## config.mk

```make
export PLATFORM = sky130hd
export DESIGN_NAME = ctpr_post
export DESIGN_NICKNAME = d
export VERILOG_FILES = /design/src/ctpr_pkg.sv /design/src/ctpr_post.sv
export SDC_FILE = /design/constraint.sdc
export NUM_CORES = 1
export LEC_CHECK = 0
export ABC_CLOCK_PERIOD_IN_PS = 14400
export BUFFER_PORTS_ARGS = -buffer_cell sky130_fd_sc_hd__buf_2
export CAP_MARGIN = 40
export CORE_MARGIN = 1.5
export CORE_UTILIZATION = 45
export CTS_BUF_LIST = sky130_fd_sc_hd__clkbuf_4
export CTS_CLUSTER_DIAMETER = 60
export CTS_CLUSTER_SIZE = 16
export DETAILED_ROUTE_END_ITERATION = 6
export GPL_ROUTABILITY_DRIVEN = 0
export PLACE_DENSITY = 0.7
export SETUP_SLACK_MARGIN = 0.1
export SLEW_MARGIN = 20
export SYNTH_ARGS = -nofsm -noshare
export SYNTH_HDL_FRONTEND = slang
export SYNTH_SLANG_ARGS = --single-unit
```

## constraint.sdc

```tcl
create_clock -name i_clk -period 14.4 [get_ports i_clk]
set_input_delay 2.88 -clock i_clk [delete_from_list [all_inputs] [get_ports i_clk]]
set_output_delay 2.88 -clock i_clk [all_outputs]
set_load 0.1 [all_outputs]
```

## src/ctpr_pkg.sv

```systemverilog
// ---------------------------------------------------------------------------
// ctpr_pkg: shared constants, types and tables
// Fixed-point formats, the CORDIC arctangent table and the control bundle
// that travels along the cell chain.
// ---------------------------------------------------------------------------
package ctpr_pkg;

    localparam int COORD_WIDTH_DEF    = 16;
    localparam int ROTATION_STEPS_DEF = 16;

    // CORDIC: coordinates scaled by 2^16, angle in degrees * 2^16
    localparam int FRAC_SHIFT     = 16;
    localparam int TABLE_LEN      = 24;
    localparam int Z_W            = 27;
    localparam int ZR_W           = Z_W - 8;
    localparam int HALF_TURN_DEG  = 180;
    localparam int Z_HALF_TURN    = HALF_TURN_DEG * 65536;
    localparam int ANGLE_LIMIT    = HALF_TURN_DEG * 256;
    localparam int ANGLE_W        = 17;
    localparam int REL_W          = 18;

    // radius: floor(sqrt(sum << 16)), one root bit per cell
    localparam int SUM_KEEP       = 33;
    localparam int SQRT_PRE_SHIFT = 16;
    localparam int SQ_OP_W        = 1 + SUM_KEEP + SQRT_PRE_SHIFT;
    localparam int SQRT_STEPS     = SQ_OP_W / 2;
    localparam int ROOT_W         = SQRT_STEPS;
    localparam int REM_W          = ROOT_W + 3;
    localparam int RADIUS_W       = 24;

    typedef struct packed {
        logic valid;
        logic origin;
        logic sat;
        logic last;
    } t_ctl;

    // atan(2^-i) in degrees * 65536, rounded to nearest
    function automatic logic signed [Z_W-1:0] atan_entry(input logic [4:0] idx);
        logic signed [Z_W-1:0] v;
        unique case (idx)
            5'd0:    v = Z_W'(2949120);
            5'd1:    v = Z_W'(1740967);
            5'd2:    v = Z_W'(919879);
            5'd3:    v = Z_W'(466945);
            5'd4:    v = Z_W'(234379);
            5'd5:    v = Z_W'(117304);
            5'd6:    v = Z_W'(58666);
            5'd7:    v = Z_W'(29335);
            5'd8:    v = Z_W'(14668);
            5'd9:    v = Z_W'(7334);
            5'd10:   v = Z_W'(3667);
            5'd11:   v = Z_W'(1833);
            5'd12:   v = Z_W'(917);
            5'd13:   v = Z_W'(458);
            5'd14:   v = Z_W'(229);
            5'd15:   v = Z_W'(115);
            5'd16:   v = Z_W'(57);
            5'd17:   v = Z_W'(29);
            5'd18:   v = Z_W'(14);
            5'd19:   v = Z_W'(7);
            5'd20:   v = Z_W'(4);
            5'd21:   v = Z_W'(2);
            5'd22:   v = Z_W'(1);
            default: v = '0;
        endcase
        return v;
    endfunction

endpackage

```

## src/ctpr_post.sv

```systemverilog
// ---------------------------------------------------------------------------
// ctpr_post: result stage
// Rounds and clamps the angle, forms the relative angle against the stored
// previous vertex, saturates the radius and holds the result register.
// ---------------------------------------------------------------------------
module ctpr_post (
    input  logic                                i_clk,
    input  logic                                i_rst_n,
    input  ctpr_pkg::t_ctl                      i_ctl,
    input  logic signed [ctpr_pkg::Z_W-1:0]     i_z,
    input  logic [ctpr_pkg::ROOT_W-1:0]         i_root,
    input  logic                                i_out_ready,
    output logic                                o_en,
    output logic                                o_out_valid,
    output logic [ctpr_pkg::RADIUS_W-1:0]       o_radius,
    output logic signed [ctpr_pkg::REL_W-1:0]   o_rel_angle,
    output logic                                o_last_out
);
    import ctpr_pkg::*;

    localparam logic signed [Z_W-1:0]  Z_ROUND = Z_W'(1 << 7);
    localparam logic signed [ZR_W-1:0] LIM_P   = ZR_W'(ANGLE_LIMIT);
    localparam logic signed [ZR_W-1:0] LIM_N   = -LIM_P;

    logic signed [Z_W-1:0]     z_rnd;
    logic signed [ZR_W-1:0]    zr;
    logic signed [ANGLE_W-1:0] ang;
    logic signed [REL_W-1:0]   rel;
    logic [RADIUS_W-1:0]       radius;
    logic                      en;

    logic                      r_valid;
    logic signed [ANGLE_W-1:0] r_prev;
    logic [RADIUS_W-1:0]       r_radius;
    logic signed [REL_W-1:0]   r_rel;
    logic                      r_last;

    always_comb begin
        z_rnd = i_z + Z_ROUND;
        zr    = z_rnd[Z_W-1:8];
        if (i_ctl.origin) begin
            ang = '0;
        end else if (zr > LIM_P) begin
            ang = LIM_P[ANGLE_W-1:0];
        end else if (zr < LIM_N) begin
            ang = LIM_N[ANGLE_W-1:0];
        end else begin
            ang = zr[ANGLE_W-1:0];
        end
        rel = {{(REL_W-ANGLE_W){ang[ANGLE_W-1]}}, ang}
            - {{(REL_W-ANGLE_W){r_prev[ANGLE_W-1]}}, r_prev};
        // root above 24 bits only when the sum already hit the limit
        radius = (i_ctl.sat || i_root[ROOT_W-1]) ? '1 : i_root[RADIUS_W-1:0];
        en     = !r_valid || i_out_ready;
    end

    always_ff @(posedge i_clk) begin
        if (!i_rst_n) begin
            r_valid <= 1'b0;
            r_prev  <= '0;
        end else if (en) begin
            r_valid <= i_ctl.valid;
            if (i_ctl.valid) begin
                r_prev <= i_ctl.last ? '0 : ang;
            end
        end
    end

    always_ff @(posedge i_clk) begin
        if (en && i_ctl.valid) begin
            r_radius <= radius;
            r_rel    <= rel;
            r_last   <= i_ctl.last;
        end
    end

    assign o_en        = en;
    assign o_out_valid = r_valid;
    assign o_radius    = r_radius;
    assign o_rel_angle = r_rel;
    assign o_last_out  = r_last;

endmodule

```

==> reports/results.tsv <==
metric	value	unit
outcome	finished clean	
Final Critical Period	7.42	ns
area leader, netlist	edfxtp_1	
Clock power frac	24.9	%
Setup crit end kind	flip-flop	
Final #Nets	558	
met1 Track Usage GR	23.0	%
Site Rows	33	
synth top area cells	edfxtp_1 (33%), dfxtp_1 (9.3%), ha_1 (5.8%)	
TritonCTS sink count	61	
reg-to-reg endpoint	o_rel_angle[16]	
worst path cell trace	buf_2 > ha_1 > nand4_1 > nor3_2 > and3_1 > o21ai_1 > o41ai_2 > nor2_1 > mux2_4 > nor3b_1 > ha_1 > nor2b_1 > o31a_1 > o41ai_1 > o21ai_0 > o311a_1 > o21a_1 > o2111ai_1 > o211ai_1	
ANT cells	0	
Clock Tree Buf Depth	2	
DIE AREA	0.00917	mm2
post-route cell area	0.00455	mm2
Logic pwr share	31.6	%
r2r worst-path depth	10	
initial antenna violation count	0	
core outline area	0.00826	mm2
Final Hold Fails	0	
syn_area_per_cell	9.95	um2
Pint	293	uW
DIE HEIGHT	95.8	um
register area	0.00165	mm2
Yosys cell types	67	
crit path max-delay cell type	o41ai_2	
# Post-CTS Setup Buffers	0	
Arr. time, crit path	7.57	ns
initial core utilization	46.9	%
CTS tree	built	
Leakage Power	0.00179	uW
VDD IR max	0.0362	mV
sw frac	37.3	%
met2 Use GR	27.3	%
IO Pins	104	
Hold Crit Class	reg -> reg	
Worst Tran Pin Value	0.605	ns
Cells after Synth	389	
IO buf count	96	
Via Count	3183	
Post-Route Skew	0.00810	ns
MaxCap Viol Count	0	
Most common cell on crit path	ha_1	
Max Clk Rate	135	MHz
Final Cycle Share	51.5	%
Worst Hold End	r_prev[14]	
final setup fails	0	
DR WL/cell	13.1	um
TritonRoute pass-1 iters	4	
worst path bufs/invs	1	
clock transition at the registers of the reported paths	0.10	ns
vias in the first global route	2795	
Worst-Skew Late Latency	0.40	ns
WS Path Type	in -> reg	
final core occ	55.1	%
Root Driver	clkbuf_4	
# fillers	738	
ys async rst share	0	%
hpwl dp	5840	um
Net Switching	174	uW
Min Hold Slack	0.463	ns
area of the multi-input gates	0.00201	mm2
number of synthesized register bits	61	
RSZ-0062 raised after global routing	no	
total number of yosys warnings	0	
hold path cells	2	
Reg power frac	43.5	%
Critical Path RT	14.55	ns
Cell Pwr Density	103	mW/mm2
DR vias/cell	5.39	
Post-synth EDFFs	43	
GR Util met3	4.03	%
Final TNS setup	0	ns
Routed Antenna Nets	0	
critical path's top delay family	compound AO/OA/AOI/OAI gates	
Netlist Area Pre-Place	0.00387	mm2
area delta synth->final	17.5	%
Syn Nets	467	
count leader, synth	edfxtp_1	
fin. max-slew vios	0	
grt peak-use layer	met2	
die width	95.8	um
GRT Total Usage	17.4	%
number of CTS-inserted buffers	9	
GRT Residual Overflow	0	
drt total wl	7700	um
FF-to-FF setup slack	11.50	ns
Post-synth top cells	edfxtp_1 (43), inv_1 (30), or3_1 (29)	
Post-CTS Hold Fix Bufs	0	
H-tree depth	3	
Placement Cell Area	0.00441	mm2
Seq/Total Area, Yosys	42.6	%
Resize count post-CTS	0	
Yosys top cell area share	33.3	%
drt drc	0	
Crit Path Max Fanout	23	
Top FF cell, synth	edfxtp_1	
DR iter-0 viols	144	
share of layout cells above drive strength 1	27.2	%
CP Launch Type	primary input	
Critical Path Max Stage Delay	0.48	ns
pin count of the biggest net entering global routing	44	
hold_sp	r_prev[14]	
first-pass GRT wire length	12600	um
Rel. slew slack	59.6	%
RR Startpoint	r_prev[2]	
registers in the layout (all words and copies together) (netlist names):
| register | flops |
|---|---|
| o_last_out | 1 |
| r_prev | 17 |
| o_out_valid | 1 |
| o_rel_angle | 18 |
| o_radius | 24 |
final cells by class:
class / instances / area share (%)
inverters: 31 / 2.56
clock buffers: 11 / 1.82
repair buffers: 99 / 11.1
well taps: 105 / 2.89
flip-flops and latches: 61 / 36.3
clock inverters: 5 / 1.13
multi-input cells: 278 / 44.3
per-stage QoR:
stage               instances  total power [uW]  setup slack (ns)
finish                    590               467              6.98
global route              590               492              6.58
CTS                       589               472              7.02
detailed placement        573               355              6.59
global placement          573               353              6.70
floorplan                 389               328              7.35
cells in the final DEF (no fill, tap or decap), drive strengths merged, types with 3 or more instances in the layout:
cell type / synthesis / layout
buf: 5 / 98
edfxtp: 43 / 43
inv: 31 / 31
or3: 29 / 29
nor2: 24 / 24
nand2: 19 / 19
o21ai: 19 / 19
ha: 18 / 18
dfxtp: 18 / 18
a21oi: 16 / 16
xnor2: 15 / 15
a32o: 12 / 12
clkbuf: 14 / 12
xor2: 11 / 11
nand3: 11 / 11
and3: 9 / 9
and3b: 8 / 8
nand4: 8 / 8
o21a: 7 / 7
nor2b: 7 / 7
nor3: 6 / 6
nor4: 6 / 6
nor3b: 4 / 4
and4: 3 / 3
or2: 3 / 3
o21bai: 3 / 3
clkinv: 0 / 3
kinds of logic after synthesis:
family          synth area share [%]
buf+inv                         5.52
compound gates                  16.1
simple gates                    22.6
xor+xnor                        5.88
flops                           42.6
fa+ha+maj                       6.33
mux                            0.937
how the worst max path moves through the flow:
stage	endpoint	cells after the start	slack [ns]	startpoint
2_1_floorplan	o_rel_angle[16]	19	7.35	i_z[7]
3_3_place_gp	o_rel_angle[16]	19	6.70	i_z[7]
3_5_place_dp	o_rel_angle[16]	19	6.59	i_z[7]
4_1_cts	o_rel_angle[16]	19	7.02	i_z[7]
5_1_grt	o_rel_angle[16]	19	6.58	i_z[7]
6_report	o_rel_angle[16]	19	6.98	i_z[7]
tightest hold or removal path, stage by stage, from the launching register on:
cell     delay [ns]
dfxtp_1        0.34
nand2_1        0.04
o21ai_0        0.05
power by group through the flow:
stage	Combinational (uW)	Sequential, uW	Clock (uW)
after floorplan	53.4	275	0
after CTS	148	203	121
final	148	203	116
after global placement	146	207	0
after global routing	158	204	129
after detailed placement	148	207	0
routing by layer:
metal  vias up  part of all wire [%]
met5         -                     0
met4         0                   1.3
met3         9                   7.3
met2       106                    44
met1      1435                    48
li1       1633                     -
(Power assumes the default switching activity.)
