`src/ctpr_pkg.sv`:
```
// ---------------------------------------------------------------------------
// ctpr_pkg: shared constants, types and tables
// Fixed-point formats, the CORDIC arctangent table and the control bundle
// that travels along the cell chain.
// ---------------------------------------------------------------------------
package ctpr_pkg;

    localparam int COORD_WIDTH_DEF    = 16;
    localparam int ROTATION_STEPS_DEF = 16;

    // CORDIC: coordinates scaled by 2^16, angle in degrees * 2^16
    localparam int FRAC_SHIFT     = 16;
    localparam int TABLE_LEN      = 24;
    localparam int Z_W            = 27;
    localparam int ZR_W           = Z_W - 8;
    localparam int HALF_TURN_DEG  = 180;
    localparam int Z_HALF_TURN    = HALF_TURN_DEG * 65536;
    localparam int ANGLE_LIMIT    = HALF_TURN_DEG * 256;
    localparam int ANGLE_W        = 17;
    localparam int REL_W          = 18;

    // radius: floor(sqrt(sum << 16)), one root bit per cell
    localparam int SUM_KEEP       = 33;
    localparam int SQRT_PRE_SHIFT = 16;
    localparam int SQ_OP_W        = 1 + SUM_KEEP + SQRT_PRE_SHIFT;
    localparam int SQRT_STEPS     = SQ_OP_W / 2;
    localparam int ROOT_W         = SQRT_STEPS;
    localparam int REM_W          = ROOT_W + 3;
    localparam int RADIUS_W       = 24;

    typedef struct packed {
        logic valid;
        logic origin;
        logic sat;
        logic last;
    } t_ctl;

    // atan(2^-i) in degrees * 65536, rounded to nearest
    function automatic logic signed [Z_W-1:0] atan_entry(input logic [4:0] idx);
        logic signed [Z_W-1:0] v;
        unique case (idx)
            5'd0:    v = Z_W'(2949120);
            5'd1:    v = Z_W'(1740967);
            5'd2:    v = Z_W'(919879);
            5'd3:    v = Z_W'(466945);
            5'd4:    v = Z_W'(234379);
            5'd5:    v = Z_W'(117304);
            5'd6:    v = Z_W'(58666);
            5'd7:    v = Z_W'(29335);
            5'd8:    v = Z_W'(14668);
            5'd9:    v = Z_W'(7334);
            5'd10:   v = Z_W'(3667);
            5'd11:   v = Z_W'(1833);
            5'd12:   v = Z_W'(917);
            5'd13:   v = Z_W'(458);
            5'd14:   v = Z_W'(229);
            5'd15:   v = Z_W'(115);
            5'd16:   v = Z_W'(57);
            5'd17:   v = Z_W'(29);
            5'd18:   v = Z_W'(14);
            5'd19:   v = Z_W'(7);
            5'd20:   v = Z_W'(4);
            5'd21:   v = Z_W'(2);
            5'd22:   v = Z_W'(1);
            default: v = '0;
        endcase
        return v;
    endfunction

endpackage

```
`src/ctpr_cell.sv`:
```
// ---------------------------------------------------------------------------
// ctpr_cell: one link of the conversion chain
// Does one CORDIC vectoring rotation (when its step is in use) and one
// restoring square-root digit, then registers the lot for the next cell.
// ---------------------------------------------------------------------------
module ctpr_cell #(
    parameter int COORD_WIDTH    = ctpr_pkg::COORD_WIDTH_DEF,
    parameter int ROTATION_STEPS = ctpr_pkg::ROTATION_STEPS_DEF,
    parameter int STEP           = 0
) (
    input  logic                               i_clk,
    input  logic                               i_rst_n,
    input  logic                               i_en,
    input  ctpr_pkg::t_ctl                     i_ctl,
    input  logic signed [COORD_WIDTH+17:0]     i_x,
    input  logic signed [COORD_WIDTH+17:0]     i_y,
    input  logic signed [ctpr_pkg::Z_W-1:0]    i_z,
    input  logic [ctpr_pkg::SQ_OP_W-1:0]       i_op,
    input  logic [ctpr_pkg::REM_W-1:0]         i_rem,
    input  logic [ctpr_pkg::ROOT_W-1:0]        i_root,
    output ctpr_pkg::t_ctl                     o_ctl,
    output logic signed [COORD_WIDTH+17:0]     o_x,
    output logic signed [COORD_WIDTH+17:0]     o_y,
    output logic signed [ctpr_pkg::Z_W-1:0]    o_z,
    output logic [ctpr_pkg::SQ_OP_W-1:0]       o_op,
    output logic [ctpr_pkg::REM_W-1:0]         o_rem,
    output logic [ctpr_pkg::ROOT_W-1:0]        o_root
);
    import ctpr_pkg::*;

    localparam int XW      = COORD_WIDTH + 18;
    localparam int ROT_EFF = (ROTATION_STEPS < TABLE_LEN) ? ROTATION_STEPS : TABLE_LEN;
    localparam bit ROTATE  = STEP < ROT_EFF;
    localparam logic signed [Z_W-1:0] ATAN = atan_entry(5'(STEP));

    logic signed [XW-1:0]  dx;
    logic signed [XW-1:0]  dy;
    logic signed [XW-1:0]  n_x;
    logic signed [XW-1:0]  n_y;
    logic signed [Z_W-1:0] n_z;
    logic [REM_W-1:0]      rem_sh;
    logic [REM_W-1:0]      trial;
    logic                  take;
    logic [REM_W-1:0]      n_rem;
    logic [ROOT_W-1:0]     n_root;
    logic [SQ_OP_W-1:0]    n_op;

    t_ctl                  r_ctl;
    logic signed [XW-1:0]  r_x;
    logic signed [XW-1:0]  r_y;
    logic signed [Z_W-1:0] r_z;
    logic [SQ_OP_W-1:0]    r_op;
    logic [REM_W-1:0]      r_rem;
    logic [ROOT_W-1:0]     r_root;

    always_comb begin
        dx = i_y >>> STEP;
        dy = i_x >>> STEP;
        if (!ROTATE) begin
            n_x = i_x;
            n_y = i_y;
            n_z = i_z;
        end else if (i_y[XW-1]) begin
            n_x = i_x - dx;
            n_y = i_y + dy;
            n_z = i_z - ATAN;
        end else begin
            n_x = i_x + dx;
            n_y = i_y - dy;
            n_z = i_z + ATAN;
        end
    end

    // one root bit: bring down two operand bits, try (root << 2) | 1
    always_comb begin
        rem_sh = {i_rem[REM_W-3:0], i_op[SQ_OP_W-1 -: 2]};
        trial  = REM_W'({i_root, 2'b01});
        take   = rem_sh >= trial;
        n_rem  = take ? rem_sh - trial : rem_sh;
        n_root = {i_root[ROOT_W-2:0], take};
        n_op   = {i_op[SQ_OP_W-3:0], 2'b00};
    end

    always_ff @(posedge i_clk) begin
        if (!i_rst_n) begin
            r_ctl <= '0;
        end else if (i_en) begin
            r_ctl <= i_ctl;
        end
    end

    always_ff @(posedge i_clk) begin
        if (i_en) begin
            r_x    <= n_x;
            r_y    <= n_y;
            r_z    <= n_z;
            r_op   <= n_op;
            r_rem  <= n_rem;
            r_root <= n_root;
        end
    end

    assign o_ctl  = r_ctl;
    assign o_x    = r_x;
    assign o_y    = r_y;
    assign o_z    = r_z;
    assign o_op   = r_op;
    assign o_rem  = r_rem;
    assign o_root = r_root;

endmodule

```
`config.mk`:
```
export PLATFORM = sky130hd
export DESIGN_NAME = ctpr_cell
export DESIGN_NICKNAME = d
export VERILOG_FILES = /design/src/ctpr_pkg.sv /design/src/ctpr_cell.sv
export SDC_FILE = /design/constraint.sdc
export NUM_CORES = 1
export LEC_CHECK = 0
export BUFFER_PORTS_ARGS = -buffer_cell sky130_fd_sc_hd__buf_2
export CAP_MARGIN = 10
export CORE_MARGIN = 2
export CORE_UTILIZATION = 55
export DETAILED_ROUTE_END_ITERATION = 10
export GPL_ROUTABILITY_DRIVEN = 0
export PLACE_DENSITY = 0.9
export SYNTH_ARGS = -nofsm -noshare
export SYNTH_HDL_FRONTEND = slang
export SYNTH_SLANG_ARGS = --single-unit
export TNS_END_PERCENT = 50
```
`constraint.sdc`:
```
create_clock -name i_clk -period 7.9 [get_ports i_clk]
set_input_delay 1.185 -clock i_clk [delete_from_list [all_inputs] [get_ports i_clk]]
set_output_delay 1.185 -clock i_clk [all_outputs]
set_load 0.05 [all_outputs]
```
==> results.json <==
{
  "status": "completed",
  "wl_per_cell_um": 18.8,
  "min_path_cells": 2,
  "hold_viol_final": 0,
  "slew_violations": 0,
  "finalWirelength_mm": 40.7,
  "worst_slew_pin_slew_ns": 1.14,
  "initial_utilization_pct": 56.1,
  "worst_hold_startpoint": "o_ctl[1]$_SDFFE_PN0P_",
  "clock_sinks": 199,
  "clockBufferDepth": 2,
  "dr.max_layer_used": "met5",
  "yosysWarnings": 0,
  "route.met2.wl_mm": 20.1,
  "port_buffers": 402,
  "worstPathRequired_ns": 8.08,
  "synthCells": 1446,
  "synthFlopType": "edfxtp_1",
  "fin_nets": 2159,
  "drt_iter0_drc": 1479,
  "leakagePower_nw": 7.74,
  "die_x_um": 164,
  "syn_to_final_growth_pct": 20.3,
  "ir_drop_mv": 0.148,
  "drv_cap": 0,
  "final_antenna_net_count": 0,
  "period_minus_slack_ns": 4.23,
  "grt_first_pass_wirelength_mm": 61.9,
  "die_height_um": 164,
  "synthDistinctLibCells": 86,
  "synthesis.area_um2": 14100,
  "grt_max_degree": 124,
  "timing.rr.start": "o_ctl[3]$_SDFFE_PN0P_",
  "relSlewSlack_pct": 23.7,
  "arrival_ns": 4.42,
  "hpwl_mm": 31.7,
  "worst_setup_path_end_kind": "register",
  "wl_met1_mm": 15.2,
  "multi_input_area_um2": 7400,
  "final_cell_mix": "400 x buf_2, 195 x edfxtp_1, 149 x a21oi_1, 140 x inv_1, 135 x ha_1",
  "cp_max_fo": 98,
  "hp-class": "reg -> reg",
  "start_kind": "primary input",
  "ys_ff_latch": 199,
  "max_freq_ghz": 0.236,
  "ctsResizeCount": 0,
  "finalSetupViolCount": 0,
  "ys_seq_area_share_pct": 42.0,
  "clk_latency_ns": 0.43,
  "clock_skew_ns": 0,
  "finalSetupTns_ns": 0,
  "synth_async_sr_flop_share_pct": 0,
  "die_area_um2": 27000,
  "cts-htree-levels": 4,
  "cts_made_buffers": 17,
  "cts-root-buf": "clkbuf_16",
  "finalCritPeriodShare_pct": 53.6,
  "utilization_pct": 67.5,
  "syn_area_per_cell_um2": 9.77,
  "path_clk_slew_ns": 0.08,
  "row_count": 58,
  "drc": 0,
  "grt_overflow": 0,
  "ios": 407,
  "drive_gt1_share_pct": 25.4,
  "grt_pass1_vias": 12364,
  "grt_antenna_before_repair": 4,
  "num-fill-cells": 1914,
  "holdBufCountCts": 0,
  "regArea_um2": 5940,
  "postCtsSetupBuffers": 0,
  "grt_usage_pct": 29.0,
  "coreArea_um2": 25200,
  "wl_met3_mm": 3.58,
  "rr_worst_depth": 2,
  "via_count": 12915,
  "power_density_nw_per_um2": 218,
  "rsz0062_at_grt": "false",
  "critPathKind": "in -> reg",
  "vias_per_cell": 5.98,
  "crit_start": "i_y[33]",
  "final_common_cell": "buf_2",
  "dr.pass1.iters": 8,
  "cts_tree": "done",
  "synth_edf_count": 195
}
-- final cells by class --
cell class	count	area share, %
multi-input combinational	1049	43.5
sequential	199	34.9
timing repair buffer	405	12.0
inverter	143	3.16
clock buffer	17	2.50
tap	330	2.43
clock inverter	15	1.33
antenna	3	0.0442
-- critical path: stages --
cell and delay, ns:
buf_4 0.81, inv_1 0.34, ha_1 0.43, nor2b_1 0.14, o21ai_0 0.24, a21boi_1 0.13, o21ai_0 0.15, nand2b_1 0.11
a21oi_1 0.16, o21bai_1 0.12, or4_1 0.39, and3_1 0.17
-- cell usage after synthesis, types with 12 or more instances --
library cell	n	share of area [%]
xnor2_1	70	4.3
a21o_1	37	2.0
buf_2	13	0.46
o31ai_1	15	0.80
nor2b_1	17	0.75
buf_1	12	0.32
nand2b_1	18	0.80
nand2_1	97	2.6
nand4_1	16	0.71
a21oi_1	149	5.3
o21ai_0	72	2.6
nand3_1	17	0.60
xor2_1	22	1.4
ha_1	135	12
mux2i_1	30	2.1
nor3_1	30	1.1
nor2_1	83	2.2
o21ai_1	47	1.7
clkbuf_1	24	0.64
edfxtp_1	195	41
inv_1	140	3.7
o21bai_1	23	1.2
-- metal layers --
layer / GRT usage (%) / vias up
li1: - / 5976
met1: 34.8 / 6039
met2: 50.6 / 759
met3: 5.18 / 139
met4: 13.3 / 2
met5: 0 / -
-- cell families after synthesis --
| family | share of synthesized area, % |
|---|---|
| AOI/OAI and AO/OA | 20.1 |
| xor gates and xnor gates | 5.71 |
| adders and majority gates | 12.5 |
| buffers and inverters | 5.60 |
| DFF | 42.0 |
| muxes | 2.13 |
| other | 0.0266 |
| and+or+nand+nor | 11.8 |
-- path summary, 6_finish.rpt --
kind                      endpoint  slack [ns]
min reg2reg  o_ctl[1]$_SDFFE_PN0P_        0.53
min          o_ctl[1]$_SDFFE_PN0P_        0.53
max reg2reg  o_ctl[3]$_SDFFE_PN0P_        7.24
max              o_z[26]$_DFFE_PP_        3.67
-- through the flow --
stage / hold WS (ns) / area [um2] / worst slack (ns) / instances / power [mW]
2_1_floorplan: 0.743 / 14100 / 3.76 / 1447 / 2.38
3_3_place_gp: 0.495 / 16300 / 3.40 / 2126 / 2.71
3_5_place_dp: 0.515 / 16300 / 3.28 / 2126 / 2.75
4_1_cts: 0.535 / 17000 / 3.74 / 2158 / 3.69
5_1_grt: 0.555 / 17000 / 3.48 / 2159 / 3.84
6_report: 0.534 / 17000 / 3.67 / 2161 / 3.70
-- power by group --
part / switching, mW / internal (mW) / leakage, nW / total, mW
clock network: 0.460 / 0.495 / 0.315 / 0.955
registers: 0.0358 / 1.33 / 1.94 / 1.36
logic: 1.00 / 0.384 / 5.49 / 1.39
-- state kept, by name, indices dropped and copies added (netlist names) --
register	cells
o_x	34
o_ctl	4
o_y	33
o_op	48
o_root	25
o_z	27
o_rem	28
(Power assumes the default switching activity.)
