[config.mk]
export PLATFORM = sky130hd
export DESIGN_NAME = ctpr_prep
export DESIGN_NICKNAME = d
export VERILOG_FILES = /design/src/ctpr_pkg.sv /design/src/ctpr_prep.sv
export SDC_FILE = /design/constraint.sdc
export NUM_CORES = 1
export LEC_CHECK = 0
export ABC_CLOCK_PERIOD_IN_PS = 18750
export BUFFER_PORTS_ARGS = -buffer_cell sky130_fd_sc_hd__buf_4
export CAP_MARGIN = 25
export CORE_MARGIN = 4
export CORE_UTILIZATION = 23
export CTS_CLUSTER_SIZE = 20
export DETAILED_ROUTE_END_ITERATION = 10
export PLACE_DENSITY = 0.38
export RECOVER_POWER = 25
export SLEW_MARGIN = 10
export SYNTH_ARGS = -nofsm -noshare
export SYNTH_HDL_FRONTEND = slang
export SYNTH_SLANG_ARGS = --single-unit
[constraint.sdc]
create_clock -name i_clk -period 18.75 [get_ports i_clk]
set_input_delay 2.8125 -clock i_clk [delete_from_list [all_inputs] [get_ports i_clk]]
set_output_delay 2.8125 -clock i_clk [all_outputs]
set_load 0.005 [all_outputs]
[src/ctpr_pkg.sv]
// ---------------------------------------------------------------------------
// ctpr_pkg: shared constants, types and tables
// Fixed-point formats, the CORDIC arctangent table and the control bundle
// that travels along the cell chain.
// ---------------------------------------------------------------------------
package ctpr_pkg;

    localparam int COORD_WIDTH_DEF    = 16;
    localparam int ROTATION_STEPS_DEF = 16;

    // CORDIC: coordinates scaled by 2^16, angle in degrees * 2^16
    localparam int FRAC_SHIFT     = 16;
    localparam int TABLE_LEN      = 24;
    localparam int Z_W            = 27;
    localparam int ZR_W           = Z_W - 8;
    localparam int HALF_TURN_DEG  = 180;
    localparam int Z_HALF_TURN    = HALF_TURN_DEG * 65536;
    localparam int ANGLE_LIMIT    = HALF_TURN_DEG * 256;
    localparam int ANGLE_W        = 17;
    localparam int REL_W          = 18;

    // radius: floor(sqrt(sum << 16)), one root bit per cell
    localparam int SUM_KEEP       = 33;
    localparam int SQRT_PRE_SHIFT = 16;
    localparam int SQ_OP_W        = 1 + SUM_KEEP + SQRT_PRE_SHIFT;
    localparam int SQRT_STEPS     = SQ_OP_W / 2;
    localparam int ROOT_W         = SQRT_STEPS;
    localparam int REM_W          = ROOT_W + 3;
    localparam int RADIUS_W       = 24;

    typedef struct packed {
        logic valid;
        logic origin;
        logic sat;
        logic last;
    } t_ctl;

    // atan(2^-i) in degrees * 65536, rounded to nearest
    function automatic logic signed [Z_W-1:0] atan_entry(input logic [4:0] idx);
        logic signed [Z_W-1:0] v;
        unique case (idx)
            5'd0:    v = Z_W'(2949120);
            5'd1:    v = Z_W'(1740967);
            5'd2:    v = Z_W'(919879);
            5'd3:    v = Z_W'(466945);
            5'd4:    v = Z_W'(234379);
            5'd5:    v = Z_W'(117304);
            5'd6:    v = Z_W'(58666);
            5'd7:    v = Z_W'(29335);
            5'd8:    v = Z_W'(14668);
            5'd9:    v = Z_W'(7334);
            5'd10:   v = Z_W'(3667);
            5'd11:   v = Z_W'(1833);
            5'd12:   v = Z_W'(917);
            5'd13:   v = Z_W'(458);
            5'd14:   v = Z_W'(229);
            5'd15:   v = Z_W'(115);
            5'd16:   v = Z_W'(57);
            5'd17:   v = Z_W'(29);
            5'd18:   v = Z_W'(14);
            5'd19:   v = Z_W'(7);
            5'd20:   v = Z_W'(4);
            5'd21:   v = Z_W'(2);
            5'd22:   v = Z_W'(1);
            default: v = '0;
        endcase
        return v;
    endfunction

endpackage

[src/ctpr_prep.sv]
// ---------------------------------------------------------------------------
// ctpr_prep: input conditioning
// Stage one folds the left half-plane onto the right, seeds the angle and
// squares the magnitudes; stage two sums the squares into the root operand.
// ---------------------------------------------------------------------------
module ctpr_prep #(
    parameter int COORD_WIDTH = ctpr_pkg::COORD_WIDTH_DEF
) (
    input  logic                               i_clk,
    input  logic                               i_rst_n,
    input  logic                               i_en,
    input  logic                               i_valid,
    input  logic signed [COORD_WIDTH-1:0]      i_x_coord,
    input  logic signed [COORD_WIDTH-1:0]      i_y_coord,
    input  logic                               i_last_point,
    output ctpr_pkg::t_ctl                     o_ctl,
    output logic signed [COORD_WIDTH+17:0]     o_x,
    output logic signed [COORD_WIDTH+17:0]     o_y,
    output logic signed [ctpr_pkg::Z_W-1:0]    o_z,
    output logic [ctpr_pkg::SQ_OP_W-1:0]       o_op
);
    import ctpr_pkg::*;

    localparam int XW    = COORD_WIDTH + 18;
    localparam int SQ_W  = 2 * COORD_WIDTH;
    localparam int SUM_W = (SQ_W + 1 > SUM_KEEP) ? SQ_W + 1 : SUM_KEEP;
    localparam logic signed [Z_W-1:0] Z_POS = Z_W'(Z_HALF_TURN);
    localparam logic signed [Z_W-1:0] Z_NEG = -Z_POS;
    localparam logic [SUM_W-1:0] SUM_LIMIT = SUM_W'(64'd1 << 32);

    logic                   x_neg;
    logic [COORD_WIDTH-1:0] ax;
    logic [COORD_WIDTH-1:0] ay;
    logic signed [XW-1:0]   xs;
    logic signed [XW-1:0]   ys;
    t_ctl                   n1_ctl;
    logic signed [XW-1:0]   n1_x;
    logic signed [XW-1:0]   n1_y;
    logic signed [Z_W-1:0]  n1_z;

    t_ctl                   r1_ctl;
    logic signed [XW-1:0]   r1_x;
    logic signed [XW-1:0]   r1_y;
    logic signed [Z_W-1:0]  r1_z;
    logic [SQ_W-1:0]        r1_sqx;
    logic [SQ_W-1:0]        r1_sqy;

    logic [SUM_W-1:0]       sum;
    t_ctl                   n2_ctl;
    logic [SQ_OP_W-1:0]     n2_op;

    t_ctl                   r2_ctl;
    logic signed [XW-1:0]   r2_x;
    logic signed [XW-1:0]   r2_y;
    logic signed [Z_W-1:0]  r2_z;
    logic [SQ_OP_W-1:0]     r2_op;

    always_comb begin
        x_neg = i_x_coord[COORD_WIDTH-1];
        ax = x_neg ? COORD_WIDTH'(~i_x_coord + 1'b1) : i_x_coord;
        ay = i_y_coord[COORD_WIDTH-1] ? COORD_WIDTH'(~i_y_coord + 1'b1) : i_y_coord;
        xs = {{(XW-COORD_WIDTH-FRAC_SHIFT){i_x_coord[COORD_WIDTH-1]}}, i_x_coord,
              {FRAC_SHIFT{1'b0}}};
        ys = {{(XW-COORD_WIDTH-FRAC_SHIFT){i_y_coord[COORD_WIDTH-1]}}, i_y_coord,
              {FRAC_SHIFT{1'b0}}};
        // left half-plane: rotate by a half turn first
        n1_x = x_neg ? -xs : xs;
        n1_y = x_neg ? -ys : ys;
        if (!x_neg) begin
            n1_z = '0;
        end else if (!i_y_coord[COORD_WIDTH-1]) begin
            n1_z = Z_POS;
        end else begin
            n1_z = Z_NEG;
        end
        n1_ctl.valid  = i_valid;
        n1_ctl.origin = (i_x_coord == '0) && (i_y_coord == '0);
        n1_ctl.sat    = 1'b0;
        n1_ctl.last   = i_last_point;
    end

    always_ff @(posedge i_clk) begin
        if (!i_rst_n) begin
            r1_ctl <= '0;
        end else if (i_en) begin
            r1_ctl <= n1_ctl;
        end
    end

    always_ff @(posedge i_clk) begin
        if (i_en) begin
            r1_x   <= n1_x;
            r1_y   <= n1_y;
            r1_z   <= n1_z;
            r1_sqx <= SQ_W'(ax) * SQ_W'(ax);
            r1_sqy <= SQ_W'(ay) * SQ_W'(ay);
        end
    end

    always_comb begin
        sum        = SUM_W'(r1_sqx) + SUM_W'(r1_sqy);
        n2_ctl     = r1_ctl;
        n2_ctl.sat = sum > SUM_LIMIT;
        n2_op      = {1'b0, sum[SUM_KEEP-1:0], {SQRT_PRE_SHIFT{1'b0}}};
    end

    always_ff @(posedge i_clk) begin
        if (!i_rst_n) begin
            r2_ctl <= '0;
        end else if (i_en) begin
            r2_ctl <= n2_ctl;
        end
    end

    always_ff @(posedge i_clk) begin
        if (i_en) begin
            r2_x  <= r1_x;
            r2_y  <= r1_y;
            r2_z  <= r1_z;
            r2_op <= n2_op;
        end
    end

    assign o_ctl = r2_ctl;
    assign o_x   = r2_x;
    assign o_y   = r2_y;
    assign o_z   = r2_z;
    assign o_op  = r2_op;

endmodule

==> run metrics, run 1 <==
placed standard-cell area=24800 um^2; Mapped Cells=2267; Buffers & Inverters on Critical Path=8; Syn Area/Cell=9.98 um^2; xor and xnor area share after synthesis=5.06%; iteration-0 DRC count of the detailed router=854; # H-tree levels=4; Final Core Density=26.1%; HPWL reported at the end of detailed placement=48.8 mm; worst setup path category=input port to flip-flop; Root Driver=clkbuf_16; post-synthesis compound-gate area fraction=7.08%; area inside the core boundary=97100 um^2; maximum number of pins on one net before global-route repair=71; count of warnings emitted by yosys=0; total die area=103000 um^2; number of antenna violations at the first check in global routing=0; slew at the pin with the worst max-slew slack=2.81 ns; RSZ-0062 raised after global routing=no; number of nets in the finished design=2977; top cell type by total area after synthesis=fa_1; leading post-synthesis cells by cell area=fa_1 29%, edfxtp_1 23%, ha_1 13%; fraction of registers with async set/reset=0%; via count=15504; final period demand of the worst path=12.42 ns; arithmetic-cell share of the synthesized area counting full adders, half adders and majority gates=41.9%; final setup skew=0.0144 ns; via count of the first global-routing pass=16926; Critical Path RT=18.97 ns; Synth Flop Type=edfxtp_1; share of post-route cells with drive strength above 1=8.11%; vertical die dimension=322 um; # Post-CTS Setup Buffers=0; count of inserted antenna diode cells=0; starting density of the core=23.3%; Yosys top cell area share=29.1%; launching element of the worst setup path=i_y_coord[0]; slowest cell on the critical path=a2111oi_0; Rows=114; dominant combinational cell family by area after synthesis=adder cells; setup violators final=0; Slew Limit Fails=87; number of buffer cells added on primary ports=118; Setup crit start kind=input port; sum of routed wire length over all layers=59.2 mm; period utilization=66.3%; Final Hold Fails=0; crit-path max cell delay=1.02 ns; detail-routed net length per standard cell=16.1 um; DRC errors left=0; FF-to-FF Start=r1_sqx[2]; post-CTS resize count=0; routed vias/inst=4.23; Die X=322 um; max_slew headroom=-87.6%; minimum hold slack=0.412 ns; worst min-delay path class=flip-flop to flip-flop; final antenna-violating net count=0; result of the run=finished with violations; number of distinct standard cells referenced by the synthesized netlist=70; number of buffers added by the clock tree synthesis step=17; mux share of post-synthesis cell area=0.321%; summed instance area of the synthesized netlist=22600 um^2; area added between synthesis and finish=12.1%; violations in the final reports=max-capacitance violations, max-slew violations; clk sink count=178; TritonRoute pass-1 iters=5; Top Ports=186; data arrival time of the worst path=12.65 ns; fmax=80.5 MHz; family of cells with the greatest summed delay on the critical path=adder cells; end point of the critical path=r1_sqy[31]; number of maximum-capacitance constraint violations=2; most instantiated cells after synthesis=513 x inv_1, 329 x fa_1, 232 x ha_1; post-route standard cell area excluding fillers=25400 um^2; global placement routability congestion=0.839; clock transition at the registers of the reported paths=0.08 ns; reg2reg setup slack=14.03 ns; number of cells on the critical path=30; Register-to-Register Path Depth=13; Crit. End Element=flip-flop; number of register bits inferred by synthesis=178; clock latency reported for the late side of the worst-skew pair=0.48 ns; simple-gate share of the synthesized area=10.3%; TritonCTS clock tree=yes; most instantiated library cell after synthesis=inv_1; hold-fix buffers at CTS=0; worst reg2reg endpoint=o_ctl[1]; Global Route Usage Sum=11.9%; part of the Yosys area used for sequential elements=23.3%; maximum fanout count along the critical path=14; global-route wire length before repair=95.0 mm; count of flip-flops with a built-in enable after synthesis=171; buffers from clock root to sink, at most=2; accumulated negative setup slack=0 ns; total overflow reported by the global router=0
cell type report:
class / instances / area, um^2
inverter: 524 / 1970
sequential: 178 / 5280
timing repair buffer: 139 / 1030
clock buffer: 18 / 429
tap: 1276 / 1600
clock inverter: 14 / 159
multi-input combinational: 1519 / 14900
fill: 10360 / 71800
cells by family (layout without fill, tap and decap cells):
logic type / count (synthesis) / after routing
flip-flops: 178 / 178
XOR/XNOR: 127 / 127
AO/OA/AOI/OAI: 245 / 245
adder cells (fa/ha/maj): 561 / 561
buffers and inverters: 638 / 695
other: 1 / 69
multiplexers: 7 / 7
AND/OR/NAND/NOR: 510 / 510
how the worst min path moves through the flow:
stage / slack (ns) / startpoint / cells past startpoint / end
after floorplan: 0.40 / r1_x[17] / 0 / o_x[17]
after global placement: 0.40 / r1_x[27] / 0 / o_x[27]
after detailed placement: 0.40 / r1_y[31] / 0 / o_y[31]
after CTS: 0.41 / r1_x[33] / 0 / o_x[33]
after global routing: 0.41 / r1_x[33] / 0 / o_x[33]
final: 0.41 / r1_y[32] / 0 / o_y[32]
sequential cells by signal (all words and copies together), names as in the netlist:
name,count
o_op,33
r1_sqx,30
r1_sqy,30
o_x,18
o_y,18
r1_x,18
r1_y,18
o_ctl,4
n2_ctl,3
o_z,3
r1_z,3
per-stage QoR:
| stage | setup slack [ns] | std cells |
|---|---|---|
| after detailed placement | 6.12 | 3635 |
| after global routing | 5.96 | 3668 |
| final | 6.33 | 3668 |
| after global placement | 6.34 | 3635 |
| after CTS | 6.61 | 3667 |
| after floorplan | 7.58 | 2335 |
cells in the final DEF, fill, tap and decap left out, types with 15 or more instances in the layout:
master     instances
nand2_1          192
nor2b_1           16
xnor2_1           86
o21ai_0           44
a21o_1            30
inv_1            513
nor3_1            20
edfxtp_1         171
buf_4            135
conb_1            69
nand4_1           15
xor2_1            36
o21a_1            23
ha_1             232
and2_1            25
fa_1             329
nor2_1           154
clkbuf_16         17
a21oi_1           64
routing by layer:
layer	vias to the layer above	share of wire [%]	routed length (um)	GRT usage (%)
met5	-	0	0	0
met4	0	2.1	1240	3.44
met3	45	5.2	3080	2.17
met2	389	48	28200	19.7
met1	7822	45	26700	15.9
li1	7248	-	-	-
worst register-to-register path, cell delays in order, from the launching register on:
cell	delay, ns
edfxtp_1	0.41
ha_1	0.22
inv_1	0.07
fa_1	0.40
nor2b_1	0.17
o31ai_1	0.18
a211oi_1	0.58
nor2_1	0.22
xnor2_1	0.24
or4b_2	0.73
nor4_1	0.44
nand4_1	0.41
nor4_1	0.39
o22ai_1	0.11
Power of run 1 is left out: the tool's default activity adds up to more than one toggle a clock period on the data nets, which glitch-free logic cannot reach.
==> run 2, diff against run 1 <==
- ABC_CLOCK_PERIOD_IN_PS: 18750 -> 12000
- clock period: 18.75 -> 12 ns (I/O delays scaled with it)
==> run 2 against run 1 <==
The run still ends with max-capacitance violations, max-slew violations left. Cell count increased by 0.35%. Sequential share of layout area decreased by 0.061 points. Clock-buffer cell count decreased by 1. First-iteration DRC count decreased by 15%. Critical path depth unchanged. Setup slack got worse by 5.4 ns. Global-route usage decreased by 0.20 points. Largest cell class unchanged. Highest routed layer unchanged.
==> run metrics, run 2 (synthesis results as in run 1) <==
via count=15461 (-0.28%); final period demand of the worst path=11.03 ns; vertical die dimension=322 um (unchanged); total die area=103000 um^2 (unchanged); final setup skew=0.0137 ns (-0.000676 ns); global-route wire length before repair=93.5 mm (-1.7%); clock latency reported for the late side of the worst-skew pair=0.49 ns (about the same); TritonRoute pass-1 iters=4 (-1); crit-path max cell delay=0.87 ns (-0.15 ns); global routing met3 resource utilization=2.11% (-0.057 points); hold-fix buffers at CTS=0 (unchanged); number of buffers added by the clock tree synthesis step=17 (unchanged); Root Driver=clkbuf_16; family of cells with the greatest summed delay on the critical path=adder cells; most used routing layer in global routing=met2; clock transition at the registers of the reported paths=0.07 ns (about the same); period utilization=91.9%; # H-tree levels=4 (unchanged); HPWL reported at the end of detailed placement=48.4 mm (-0.88%); total overflow reported by the global router=0 (unchanged); Crit. End Element=flip-flop; max_slew headroom=-99.1% (-12 points); Setup crit start kind=input port; final-layout fill cell count=10382 (+0.21%); maximum fanout count along the critical path=14 (unchanged); # Post-CTS Setup Buffers=0 (unchanged); met2 track demand over resource in global routing=19.9% (+0.22 points); data arrival time of the worst path=11.26 ns (-1.39 ns); result of the run=finished with violations; fmax=90.6 MHz; Final Hold Fails=0 (unchanged); area inside the core boundary=97100 um^2 (unchanged); setup violators final=0 (unchanged); Buffers & Inverters on Critical Path=6 (-2); Slew Limit Fails=92 (+5.7%); buffers from clock root to sink, at most=2 (unchanged); violations in the final reports=max-capacitance violations, max-slew violations; detail-routed net length per standard cell=15.9 um (-1.3%); area added between synthesis and finish=12.5%; minimum hold slack=0.417 ns (+0.00492 ns); via count of the first global-routing pass=16979 (+0.31%); starting density of the core=23.3% (unchanged); Global Route Usage Sum=11.7% (-0.20 points); maximum number of pins on one net before global-route repair=71 (unchanged); worst min-delay path class=flip-flop to flip-flop; Most Frequent Cell on Critical Path=inv_1; slew at the pin with the worst max-slew slack=2.99 ns (+0.173 ns); Top Ports=186 (unchanged); global placement routability congestion=0.810 (-3.5%); RSZ-0062 raised after global routing=no; iteration-0 DRC count of the detailed router=730 (-15%); routed vias/inst=4.20 (-0.63%); clk sink count=178 (unchanged); Die X=322 um (unchanged); TritonCTS clock tree=yes; Critical Path RT=12.22 ns (-6.75 ns); leading cell types in the layout, fill and taps excluded=513 x inv_1, 329 x fa_1, 232 x ha_1; number of nets in the finished design=2990 (+0.44%); most common cell after layout, fill and taps aside=inv_1; number of antenna violations at the first check in global routing=1 (+1); post-CTS resize count=0 (unchanged); number of maximum-capacitance constraint violations=2 (unchanged); count of inserted antenna diode cells=0 (unchanged); DRC errors left=0 (unchanged); Rows=114 (unchanged); number of flip-flops under the largest register name=33 (unchanged); number of buffer cells added on primary ports=118 (unchanged); accumulated negative setup slack=0 ns (unchanged); sum of routed wire length over all layers=58.6 mm (-0.98%); slowest cell on the critical path=a2111oi_0; share of post-route cells with drive strength above 1=8.61% (+0.50 points); global-route track usage on met1=15.2% (-0.70 points); final antenna-violating net count=0 (unchanged); worst setup path category=input port to flip-flop
run 2: final cells by class:
cell class / count / area [um^2] / area share, %
clock buffers: 17 / 425 / 1.67
well taps: 1276 / 1600 / 6.27
inverters: 524 / 1970 / 7.73
flip-flops and latches: 178 / 5280 / 20.7
multi-input cells: 1519 / 14900 / 58.6
clock inverters: 15 / 143 / 0.560
repair buffers: 152 / 1120 / 4.41
run 2: path summary, 6_finish.rpt:
kind	from	end	slack (ns)	cells past startpoint
setup / recovery	i_y_coord[0]	r1_sqy[31]	0.97	30
hold / removal	r1_y[32]	o_y[32]	0.42	0
setup reg to reg	r1_sqx[2]	o_ctl[1]	7.04	13
hold reg to reg	r1_y[32]	o_y[32]	0.42	0
run 2: metal layers:
layer  vias up  share of wire, %
li1       7269                 -
met1      7840                45
met2       319                48
met3        33               4.7
met4         0               1.9
met5         -                 0
run 2: stage by stage:
step / instances / area (um^2) / utilization [%] / setup WS [ns]
4_1_cts: 3680 / 25500 / 26.2 / 1.13
5_1_grt: 3681 / 25500 / 26.2 / 0.404
2_1_floorplan: 2335 / 22900 / - / 1.85
3_5_place_dp: 3648 / 24900 / 25.6 / 0.618
3_3_place_gp: 3648 / 24900 / 25.6 / 0.732
6_report: 3681 / 25500 / 26.2 / 0.968
Power of run 2 is left out for the same reason.
